==> src/hdl/swsr_pkg.sv <==
// ----------------------------------------------------------------------------
// swsr_pkg
// types and constants of the single-wire sensor reader
// ----------------------------------------------------------------------------
package swsr_pkg;

    localparam int BITS_PER_BYTE = 8;
    localparam int REQ_W         = 15;
    localparam int DELAY_W       = 7;
    localparam int FRAME_W       = 4;
    localparam int CFG_IDX_W     = 2;
    localparam int CFG_DATA_W    = 15;
    localparam int BIT_IDX_W     = 3;
    localparam int BYTE_IDX_W    = 3;
    localparam int IN_TDATA_W    = 8;
    localparam int OUT_TDATA_W   = 16;

    localparam logic [CFG_IDX_W-1:0] REG_REQUEST_LOW  = 2'd0;
    localparam logic [CFG_IDX_W-1:0] REG_SAMPLE_DELAY = 2'd1;
    localparam logic [CFG_IDX_W-1:0] REG_FRAME_BYTES  = 2'd2;

    localparam logic [REQ_W-1:0]   RST_REQUEST_LOW  = 15'd20000;
    localparam logic [DELAY_W-1:0] RST_SAMPLE_DELAY = 7'd30;
    localparam logic [FRAME_W-1:0] RST_FRAME_BYTES  = 4'd5;
    localparam logic [FRAME_W-1:0] FRAME_MIN        = 4'd1;
    localparam logic [FRAME_W-1:0] FRAME_MAX        = 4'd8;
    localparam logic [BIT_IDX_W-1:0] LAST_BIT       = 3'(BITS_PER_BYTE - 1);

    typedef enum logic [7:0] {
        PH_IDLE      = 8'b0000_0001,
        PH_REQUEST   = 8'b0000_0010,
        PH_RESP_LOW  = 8'b0000_0100,
        PH_RESP_HIGH = 8'b0000_1000,
        PH_RESP_END  = 8'b0001_0000,
        PH_BIT_HIGH  = 8'b0010_0000,
        PH_BIT_DELAY = 8'b0100_0000,
        PH_BIT_FALL  = 8'b1000_0000
    } t_phase;

    typedef struct packed {
        logic cmd;
        logic line_level;
    } t_item;

    typedef struct packed {
        logic       drive_low;
        logic [7:0] byte_value;
        logic       byte_valid;
        logic       last_byte;
        logic       busy_res;
    } t_result;

    typedef struct packed {
        logic                  we;
        logic [CFG_IDX_W-1:0]  idx;
        logic [CFG_DATA_W-1:0] data;
    } t_cfg_wr;

endpackage

==> src/hdl/swsr_in_stage.sv <==
// ----------------------------------------------------------------------------
// swsr_in_stage
// input register holding one accepted item
// ----------------------------------------------------------------------------
module swsr_in_stage (
    input  logic            i_clk,
    input  logic            i_rst_n,
    input  logic            i_valid,
    output logic            o_ready,
    input  swsr_pkg::t_item i_item,
    output logic            o_valid,
    output swsr_pkg::t_item o_item,
    input  logic            i_ready
);

    logic            r_valid;
    swsr_pkg::t_item r_item;

    assign o_ready = !r_valid || i_ready;
    assign o_valid = r_valid;
    assign o_item  = r_item;

    always_ff @(posedge i_clk) begin
        if (!i_rst_n) begin
            r_valid <= 1'b0;
        end else if (o_ready) begin
            r_valid <= i_valid;
        end
    end

    always_ff @(posedge i_clk) begin
        if (o_ready && i_valid) begin
            r_item <= i_item;
        end
    end

endmodule

==> src/hdl/swsr_core.sv <==
// ----------------------------------------------------------------------------
// swsr_core
// protocol state machine, timer, bit and byte counters, config registers
// ----------------------------------------------------------------------------
module swsr_core #(
    parameter int TIMER_WIDTH = 15
) (
    input  logic              i_clk,
    input  logic              i_rst_n,
    input  swsr_pkg::t_cfg_wr i_cfg,
    input  logic              i_step,
    input  swsr_pkg::t_item   i_item,
    output swsr_pkg::t_result o_result
);

    localparam int CMP_W = (TIMER_WIDTH > swsr_pkg::REQ_W) ? TIMER_WIDTH : swsr_pkg::REQ_W;
    localparam logic [TIMER_WIDTH-1:0] TMAX = '1;

    logic [swsr_pkg::REQ_W-1:0]      r_req_low;
    logic [swsr_pkg::DELAY_W-1:0]    r_delay;
    logic [swsr_pkg::FRAME_W-1:0]    r_frame;

    swsr_pkg::t_phase                r_phase, n_phase;
    logic [TIMER_WIDTH-1:0]          r_tick, n_tick;
    logic [swsr_pkg::BIT_IDX_W-1:0]  r_bit_idx, n_bit_idx;
    logic [swsr_pkg::BYTE_IDX_W-1:0] r_byte_idx, n_byte_idx;
    logic [7:0]                      r_shift, n_shift;

    logic [TIMER_WIDTH-1:0]          tick_inc;
    logic                            req_done;
    logic                            delay_done;
    logic [7:0]                      shift_in;
    logic [swsr_pkg::FRAME_W-1:0]    frame_clamp;
    logic                            frame_end;

    // config writes
    always_ff @(posedge i_clk) begin
        if (!i_rst_n) begin
            r_req_low <= swsr_pkg::RST_REQUEST_LOW;
            r_delay   <= swsr_pkg::RST_SAMPLE_DELAY;
            r_frame   <= swsr_pkg::RST_FRAME_BYTES;
        end else if (i_cfg.we) begin
            case (i_cfg.idx)
                swsr_pkg::REG_REQUEST_LOW: begin
                    r_req_low <= i_cfg.data[swsr_pkg::REQ_W-1:0];
                end
                swsr_pkg::REG_SAMPLE_DELAY: begin
                    r_delay <= i_cfg.data[swsr_pkg::DELAY_W-1:0];
                end
                swsr_pkg::REG_FRAME_BYTES: begin
                    r_frame <= i_cfg.data[swsr_pkg::FRAME_W-1:0];
                end
                default: begin
                end
            endcase
        end
    end

    // saturating timer and limit checks
    assign tick_inc   = (r_tick == TMAX) ? r_tick : r_tick + 1'b1;
    assign req_done   = (CMP_W'(tick_inc) >= CMP_W'(r_req_low)) || (tick_inc == TMAX);
    assign delay_done = (CMP_W'(tick_inc) >= CMP_W'(r_delay)) || (tick_inc == TMAX);
    assign shift_in   = {r_shift[6:0], i_item.line_level};

    always_comb begin
        if (r_frame == '0) begin
            frame_clamp = swsr_pkg::FRAME_MIN;
        end else if (r_frame > swsr_pkg::FRAME_MAX) begin
            frame_clamp = swsr_pkg::FRAME_MAX;
        end else begin
            frame_clamp = r_frame;
        end
    end

    assign frame_end = ({1'b0, r_byte_idx} + 4'd1) >= frame_clamp;

    always_comb begin
        n_phase    = r_phase;
        n_tick     = r_tick;
        n_bit_idx  = r_bit_idx;
        n_byte_idx = r_byte_idx;
        n_shift    = r_shift;
        o_result   = '0;
        if (i_item.cmd) begin
            n_phase            = swsr_pkg::PH_REQUEST;
            n_tick             = '0;
            n_bit_idx          = '0;
            n_byte_idx         = '0;
            n_shift            = '0;
            o_result.drive_low = 1'b1;
        end else begin
            case (r_phase)
                swsr_pkg::PH_REQUEST: begin
                    n_tick = tick_inc;
                    if (req_done) begin
                        n_phase = swsr_pkg::PH_RESP_LOW;
                    end else begin
                        o_result.drive_low = 1'b1;
                    end
                end
                swsr_pkg::PH_RESP_LOW: begin
                    if (!i_item.line_level) begin
                        n_phase = swsr_pkg::PH_RESP_HIGH;
                    end
                end
                swsr_pkg::PH_RESP_HIGH: begin
                    if (i_item.line_level) begin
                        n_phase = swsr_pkg::PH_RESP_END;
                    end
                end
                swsr_pkg::PH_RESP_END: begin
                    if (!i_item.line_level) begin
                        n_phase = swsr_pkg::PH_BIT_HIGH;
                    end
                end
                swsr_pkg::PH_BIT_HIGH: begin
                    if (i_item.line_level) begin
                        n_tick  = '0;
                        n_phase = swsr_pkg::PH_BIT_DELAY;
                    end
                end
                swsr_pkg::PH_BIT_DELAY: begin
                    n_tick = tick_inc;
                    if (delay_done) begin
                        n_shift = shift_in;
                        n_phase = i_item.line_level ? swsr_pkg::PH_BIT_FALL
                                                    : swsr_pkg::PH_BIT_HIGH;
                        if (r_bit_idx == swsr_pkg::LAST_BIT) begin
                            o_result.byte_value = shift_in;
                            o_result.byte_valid = 1'b1;
                            n_shift             = '0;
                            n_bit_idx           = '0;
                            if (frame_end) begin
                                o_result.last_byte = 1'b1;
                                n_phase            = swsr_pkg::PH_IDLE;
                                n_byte_idx         = '0;
                            end else begin
                                n_byte_idx = r_byte_idx + 1'b1;
                            end
                        end else begin
                            n_bit_idx = r_bit_idx + 1'b1;
                        end
                    end
                end
                swsr_pkg::PH_BIT_FALL: begin
                    if (!i_item.line_level) begin
                        n_phase = swsr_pkg::PH_BIT_HIGH;
                    end
                end
                default: begin
                end
            endcase
        end
        o_result.busy_res = (n_phase != swsr_pkg::PH_IDLE);
    end

    always_ff @(posedge i_clk) begin
        if (!i_rst_n) begin
            r_phase    <= swsr_pkg::PH_IDLE;
            r_tick     <= '0;
            r_bit_idx  <= '0;
            r_byte_idx <= '0;
            r_shift    <= '0;
        end else if (i_step) begin
            r_phase    <= n_phase;
            r_tick     <= n_tick;
            r_bit_idx  <= n_bit_idx;
            r_byte_idx <= n_byte_idx;
            r_shift    <= n_shift;
        end
    end

endmodule

==> src/hdl/swsr_out_reg.sv <==
// ----------------------------------------------------------------------------
// swsr_out_reg
// result register on the output stream
// ----------------------------------------------------------------------------
module swsr_out_reg (
    input  logic              i_clk,
    input  logic              i_rst_n,
    input  logic              i_valid,
    output logic              o_ready,
    input  swsr_pkg::t_result i_result,
    output logic              o_valid,
    output swsr_pkg::t_result o_result,
    input  logic              i_ready
);

    logic              r_valid;
    swsr_pkg::t_result r_result;

    assign o_ready  = !r_valid || i_ready;
    assign o_valid  = r_valid;
    assign o_result = r_result;

    always_ff @(posedge i_clk) begin
        if (!i_rst_n) begin
            r_valid <= 1'b0;
        end else if (o_ready) begin
            r_valid <= i_valid;
        end
    end

    always_ff @(posedge i_clk) begin
        if (o_ready && i_valid) begin
            r_result <= i_result;
        end
    end

endmodule

==> src/hdl/single_wire_sensor_reader_top.sv <==
// path: an input transfer is held in the input register, then its result in the result register
// throughput: one item per cycle while the output is not stalled, set by the single-pass
//   state update between the input register and the result register
// reset: synchronous active-low, restores register defaults, idle phase, empty stages
// ----------------------------------------------------------------------------
// single_wire_sensor_reader_top
// single-wire humidity and temperature sensor master, one tick per item
// ----------------------------------------------------------------------------
module single_wire_sensor_reader_top #(
    parameter int TIMER_WIDTH = 15
) (
    input  logic                               i_clk,
    input  logic                               i_rst_n,
    input  logic                               i_cfg_we,
    input  logic [swsr_pkg::CFG_IDX_W-1:0]     i_cfg_idx,
    input  logic [swsr_pkg::CFG_DATA_W-1:0]    i_cfg_data,
    input  logic                               s_axis_tvalid,
    output logic                               s_axis_tready,
    input  logic [swsr_pkg::IN_TDATA_W-1:0]    s_axis_tdata,  // line_level
    input  logic                               s_axis_tuser,  // cmd
    output logic                               m_axis_tvalid,
    input  logic                               m_axis_tready,
    output logic [swsr_pkg::OUT_TDATA_W-1:0]   m_axis_tdata,  // drive_low, byte_value, busy_res
    output logic                               m_axis_tuser,  // byte_valid
    output logic                               m_axis_tlast   // last_byte
);

    swsr_pkg::t_item   w_in_item, w_st_item;
    swsr_pkg::t_result w_core_res, w_out_res;
    swsr_pkg::t_cfg_wr w_cfg;
    logic              w_st_valid;
    logic              w_out_ready;
    logic              w_step;

    assign w_in_item.cmd        = s_axis_tuser;
    assign w_in_item.line_level = s_axis_tdata[0];

    assign w_cfg.we   = i_cfg_we;
    assign w_cfg.idx  = i_cfg_idx;
    assign w_cfg.data = i_cfg_data;

    assign w_step = w_st_valid && w_out_ready;

    swsr_in_stage u_in_stage (
        .i_clk   (i_clk),
        .i_rst_n (i_rst_n),
        .i_valid (s_axis_tvalid),
        .o_ready (s_axis_tready),
        .i_item  (w_in_item),
        .o_valid (w_st_valid),
        .o_item  (w_st_item),
        .i_ready (w_out_ready)
    );

    swsr_core #(
        .TIMER_WIDTH (TIMER_WIDTH)
    ) u_core (
        .i_clk    (i_clk),
        .i_rst_n  (i_rst_n),
        .i_cfg    (w_cfg),
        .i_step   (w_step),
        .i_item   (w_st_item),
        .o_result (w_core_res)
    );

    swsr_out_reg u_out_reg (
        .i_clk    (i_clk),
        .i_rst_n  (i_rst_n),
        .i_valid  (w_st_valid),
        .o_ready  (w_out_ready),
        .i_result (w_core_res),
        .o_valid  (m_axis_tvalid),
        .o_result (w_out_res),
        .i_ready  (m_axis_tready)
    );

    assign m_axis_tdata = {6'd0, w_out_res.busy_res, w_out_res.byte_value,
                           w_out_res.drive_low};
    assign m_axis_tuser = w_out_res.byte_valid;
    assign m_axis_tlast = w_out_res.last_byte;

endmodule

==> config.mk <==
export PLATFORM = sky130hd
export DESIGN_NAME = single_wire_sensor_reader_top
export DESIGN_NICKNAME = d
export VERILOG_FILES = /design/src/hdl/swsr_pkg.sv /design/src/hdl/swsr_in_stage.sv /design/src/hdl/swsr_core.sv /design/src/hdl/swsr_out_reg.sv /design/src/hdl/single_wire_sensor_reader_top.sv
export SDC_FILE = /design/constraint.sdc
export NUM_CORES = 1
export LEC_CHECK = 0
export ABC_AREA = 1
export ABC_CLOCK_PERIOD_IN_PS = 3850
export BUFFER_PORTS_ARGS = -buffer_cell sky130_fd_sc_hd__buf_2
export CORE_UTILIZATION = 34
export CTS_CLUSTER_DIAMETER = 60
export DETAILED_ROUTE_END_ITERATION = 8
export GPL_TIMING_DRIVEN = 0
export PLACE_DENSITY_LB_ADDON = 0.2
export SLEW_MARGIN = 15
export SYNTH_ARGS = -nofsm -noshare
export SYNTH_HDL_FRONTEND = slang
export SYNTH_SLANG_ARGS = --single-unit
==> constraint.sdc <==
create_clock -name i_clk -period 3.85 [get_ports i_clk]
set_clock_uncertainty 0.15 [all_clocks]
set_input_delay 0.385 -clock i_clk [delete_from_list [all_inputs] [get_ports i_clk]]
set_output_delay 0.385 -clock i_clk [all_outputs]
set_load 0.005 [all_outputs]
==> flow_summary_export.csv <==
group,metric,value,unit
synthesis,synthArstFlopShare,0,
global_routing,gr-total-overflow,0,
clocking,hold_buffers,0,
routing,drt-vias-per-instance,4.888,
outcome,status,"completed",
worst_hold_path,min-delay-start,"s_axis_tuser",
floorplan,die_x,118.7,µm
worst_setup_path,startpoint_type,"register",
pwr,p_leak,2.453,nW
pwr,vdd_drop_max,282.1,µV
routing,antenna_left,0,
global_routing,antenna_found_initial,0,
placed_design,preCtsSetupSlack,350.5,ps
worst_setup_path,r2r_cells,19,
placed_design,gp_congestion,0.9276,
worst_hold_path,holdPathEnd,"u_in_stage.o_item[1]",
clocking,cts_root_buffer,"clkbuf_16",
pwr,powerDensity,359.3,nW/µm²
worst_setup_path,rrSetupSlack,290,ps
timing,maxSlewViolCount,0,
timing,maxSlewHeadroom,0.2880,
timing,fmax,280.9,MHz
worst_setup_path,required,3790,ps
synthesis,yosysUniqueCellTypes,43,
timing,rsz0062_at_grt,"false",
floorplan,initial_utilization,0.3494,
floorplan,core_area,13240,µm²
global_routing,grt_pass1_wl,19.39,mm
synthesis,synth.most_common_cell,"nand2_1",
synthesis,syn-cell-area,4627,µm²
synthesis,synth-seq-area-share,0.3678,
synthesis,synth_common_cells,"152 x nand2_1, 80 x inv_1, 66 x nor2_1, 64 x dfxtp_1, 50 x a21oi_1",
worst_setup_path,crit_fanout,10,
layout,antenna_cells,0,
floorplan,die_h,118.7,µm
clocking,cts_resized,0,
timing,fin_crit_sh,0.9248,
worst_hold_path,min_path_type,"primary input to register",
floorplan,io_pins,51,
timing,hold_viol,0,
synthesis,synth_cells,647,
worst_setup_path,reg2reg_to,"u_out_reg.o_result[0]",
routing,drt_first_pass_iters,5,
routing,drc_errors,0,
global_routing,grt_usage,0.1765,
worst_setup_path,r2r_start,"u_core.r_tick[1]",
layout,final_nets,760,
timing,post-route-min-period,3560,ps
clocking,clock_sinks,78,
clocking,clkSlewWorstSetupHoldPaths,60,ps
placed_design,detailed_place_hpwl,8.996,mm
routing,wl_per_cell,13.22,µm
global_routing,grt_max_degree,22,
clocking,numCtsBuffers,9,
routing,first_iter_violations,326,
floorplan,rows,42,
routing,vias,4301,
layout,fill_cells,1416,
synthesis,yosys_most_used_dff,"dfxtp_1",
timing,timing.hold.ws,63.09,ps
global_routing,grt_pass1_vias,3955,
layout,area.growth.synth_to_final,15.49,%
routing,drt_wl_total,11.64,mm
worst_setup_path,crit_arrival,3500,ps
layout,layout-drive-gt1-share,0.1378,
placed_design,port-buffer-count,36,
synthesis,synth_edf_count,14,
worst_hold_path,holdPathStages,1,
layout,utilization,0.4035,
clocking,clkLatencyLatePin,350,ps
timing,worst_slack,289.6,ps
clocking,post_cts_buffers,0,
synthesis,post-synth-top-area-cell,"dfxtp_1",
worst_setup_path,cp-end-kind,"register",
floorplan,design.die.area,14080,µm²
pwr,finalPower,1.920,mW
clocking,cts_tree,"built",
clocking,h-tree-depth,3,
timing,setup_viol,0,
synthesis,yosys.area.top_type_share,0.2769,
worst_setup_path,path_class,"register to register",
synthesis,yosys_warnings,0,
synthesis,syn_avg_cell_area,7.151,µm²
synthesis,yosys_register_bits,78,
timing,tns,0,ps
timing,worst_slew_pin_slew,1068,ps
clocking,clockBufferDepth,2,
job,max-cap-violations,0,
synthesis,synth_area_leaders,"dfxtp_1 28%, nand2_1 12%, edfxtp_1 9.1%",
-- through the flow --
step           cells  instance area [µm²]
2_1_floorplan    652                 4646
3_3_place_gp     864                 5046
3_5_place_dp     864                 5046
4_1_cts          880                 5344
5_1_grt          880                 5344
6_report         880                 5344
-- metal layers --
metal / global-route usage / up-vias / routed length [µm]
li1: - / 2230 / -
met1: 0.2257 / 1956 / 5506
met2: 0.2818 / 94 / 5355
met3: 0.03909 / 21 / 478
met4: 0.08149 / 0 / 296
met5: 0 / - / 0
-- how the worst max path moves through the flow --
| stage | end | slack, ps | startpoint | cells past startpoint |
|---|---|---|---|---|
| 2_1_floorplan | u_out_reg.o_result[0] | 900 | u_core.r_tick[0] | 19 |
| 3_3_place_gp | u_out_reg.o_result[0] | 330 | u_core.r_tick[1] | 19 |
| 3_5_place_dp | u_out_reg.o_result[0] | 350 | u_core.r_tick[1] | 19 |
| 4_1_cts | u_out_reg.o_result[0] | 320 | u_core.r_tick[1] | 19 |
| 5_1_grt | u_out_reg.o_result[0] | 20 | u_core.r_tick[1] | 19 |
| 6_report | u_out_reg.o_result[0] | 290 | u_core.r_tick[1] | 19 |
-- cells in the final DEF, fill, tap and decap left out, types with 5 or more instances in the layout --
cell type and instances:
nand2_1 152, inv_2 5, conb_1 6, o21ai_1 8
nor3_1 6, ha_1 30, a21oi_1 50, clkbuf_1 11
nor2_1 66, clkbuf_16 9, o21ai_0 34, inv_1 80
nand3_1 30, buf_2 37, edfxtp_1 14, nand2_2 11
o211ai_1 12, nand4_1 20, buf_4 7, dfxtp_1 64
-- state kept, by name, indices dropped and copies added (netlist names), 4 cells and up --
register and flops:
u_out_reg.o_result 12, u_core.r_phase 8, u_core.r_tick 15, u_core.r_req_low 15, u_core.r_delay 7, u_core.r_frame 4
u_core.r_shift 7
-- power breakdown --
group | internal [mW] | switching [mW]
combinational | 0.0647 | 0.116
sequential | 0.863 | 0.0203
clock | 0.503 | 0.353
total | 1.43 | 0.490
-- kinds of logic after synthesis --
| family | count (synthesis) | share of synthesized area |
|---|---|---|
| simple gates | 306 | 0.2953 |
| compound gates | 118 | 0.1460 |
| buf+inv | 109 | 0.09951 |
| other cells | 1 | 0.0008105 |
| xor+xnor | 5 | 0.009464 |
| flops | 78 | 0.3678 |
| fa+ha+maj | 30 | 0.08112 |
-- cell type report --
cell class | count | area, µm² | area share
plain buffers | 22 | 132.6 | 0.02482
multi-input cells | 465 | 2484 | 0.4648
well taps | 176 | 220.2 | 0.04121
clock inverters | 7 | 72.57 | 0.01358
clock buffers | 9 | 225.2 | 0.04214
inverters | 87 | 327.8 | 0.06134
flip-flops and latches | 78 | 1702 | 0.3184
repair buffers | 36 | 180.2 | 0.03372
-- critical path, cell delays in order, from the launching register on --
cell	delay, ps
dfxtp_1	410
ha_1	310
nand3_1	190
nor2_4	190
nand2_4	110
buf_6	160
nand2_1	150
ha_1	290
a21oi_1	150
o21ai_0	120
nand4_1	90
nand3_1	80
nand2_1	60
nand2_1	50
nor2_1	220
nand2_1	80
o21ai_0	140
nand2_1	110
o21ai_0	150
nand3_1	90
No activity file was read; power rests on OpenSTA's default activity.
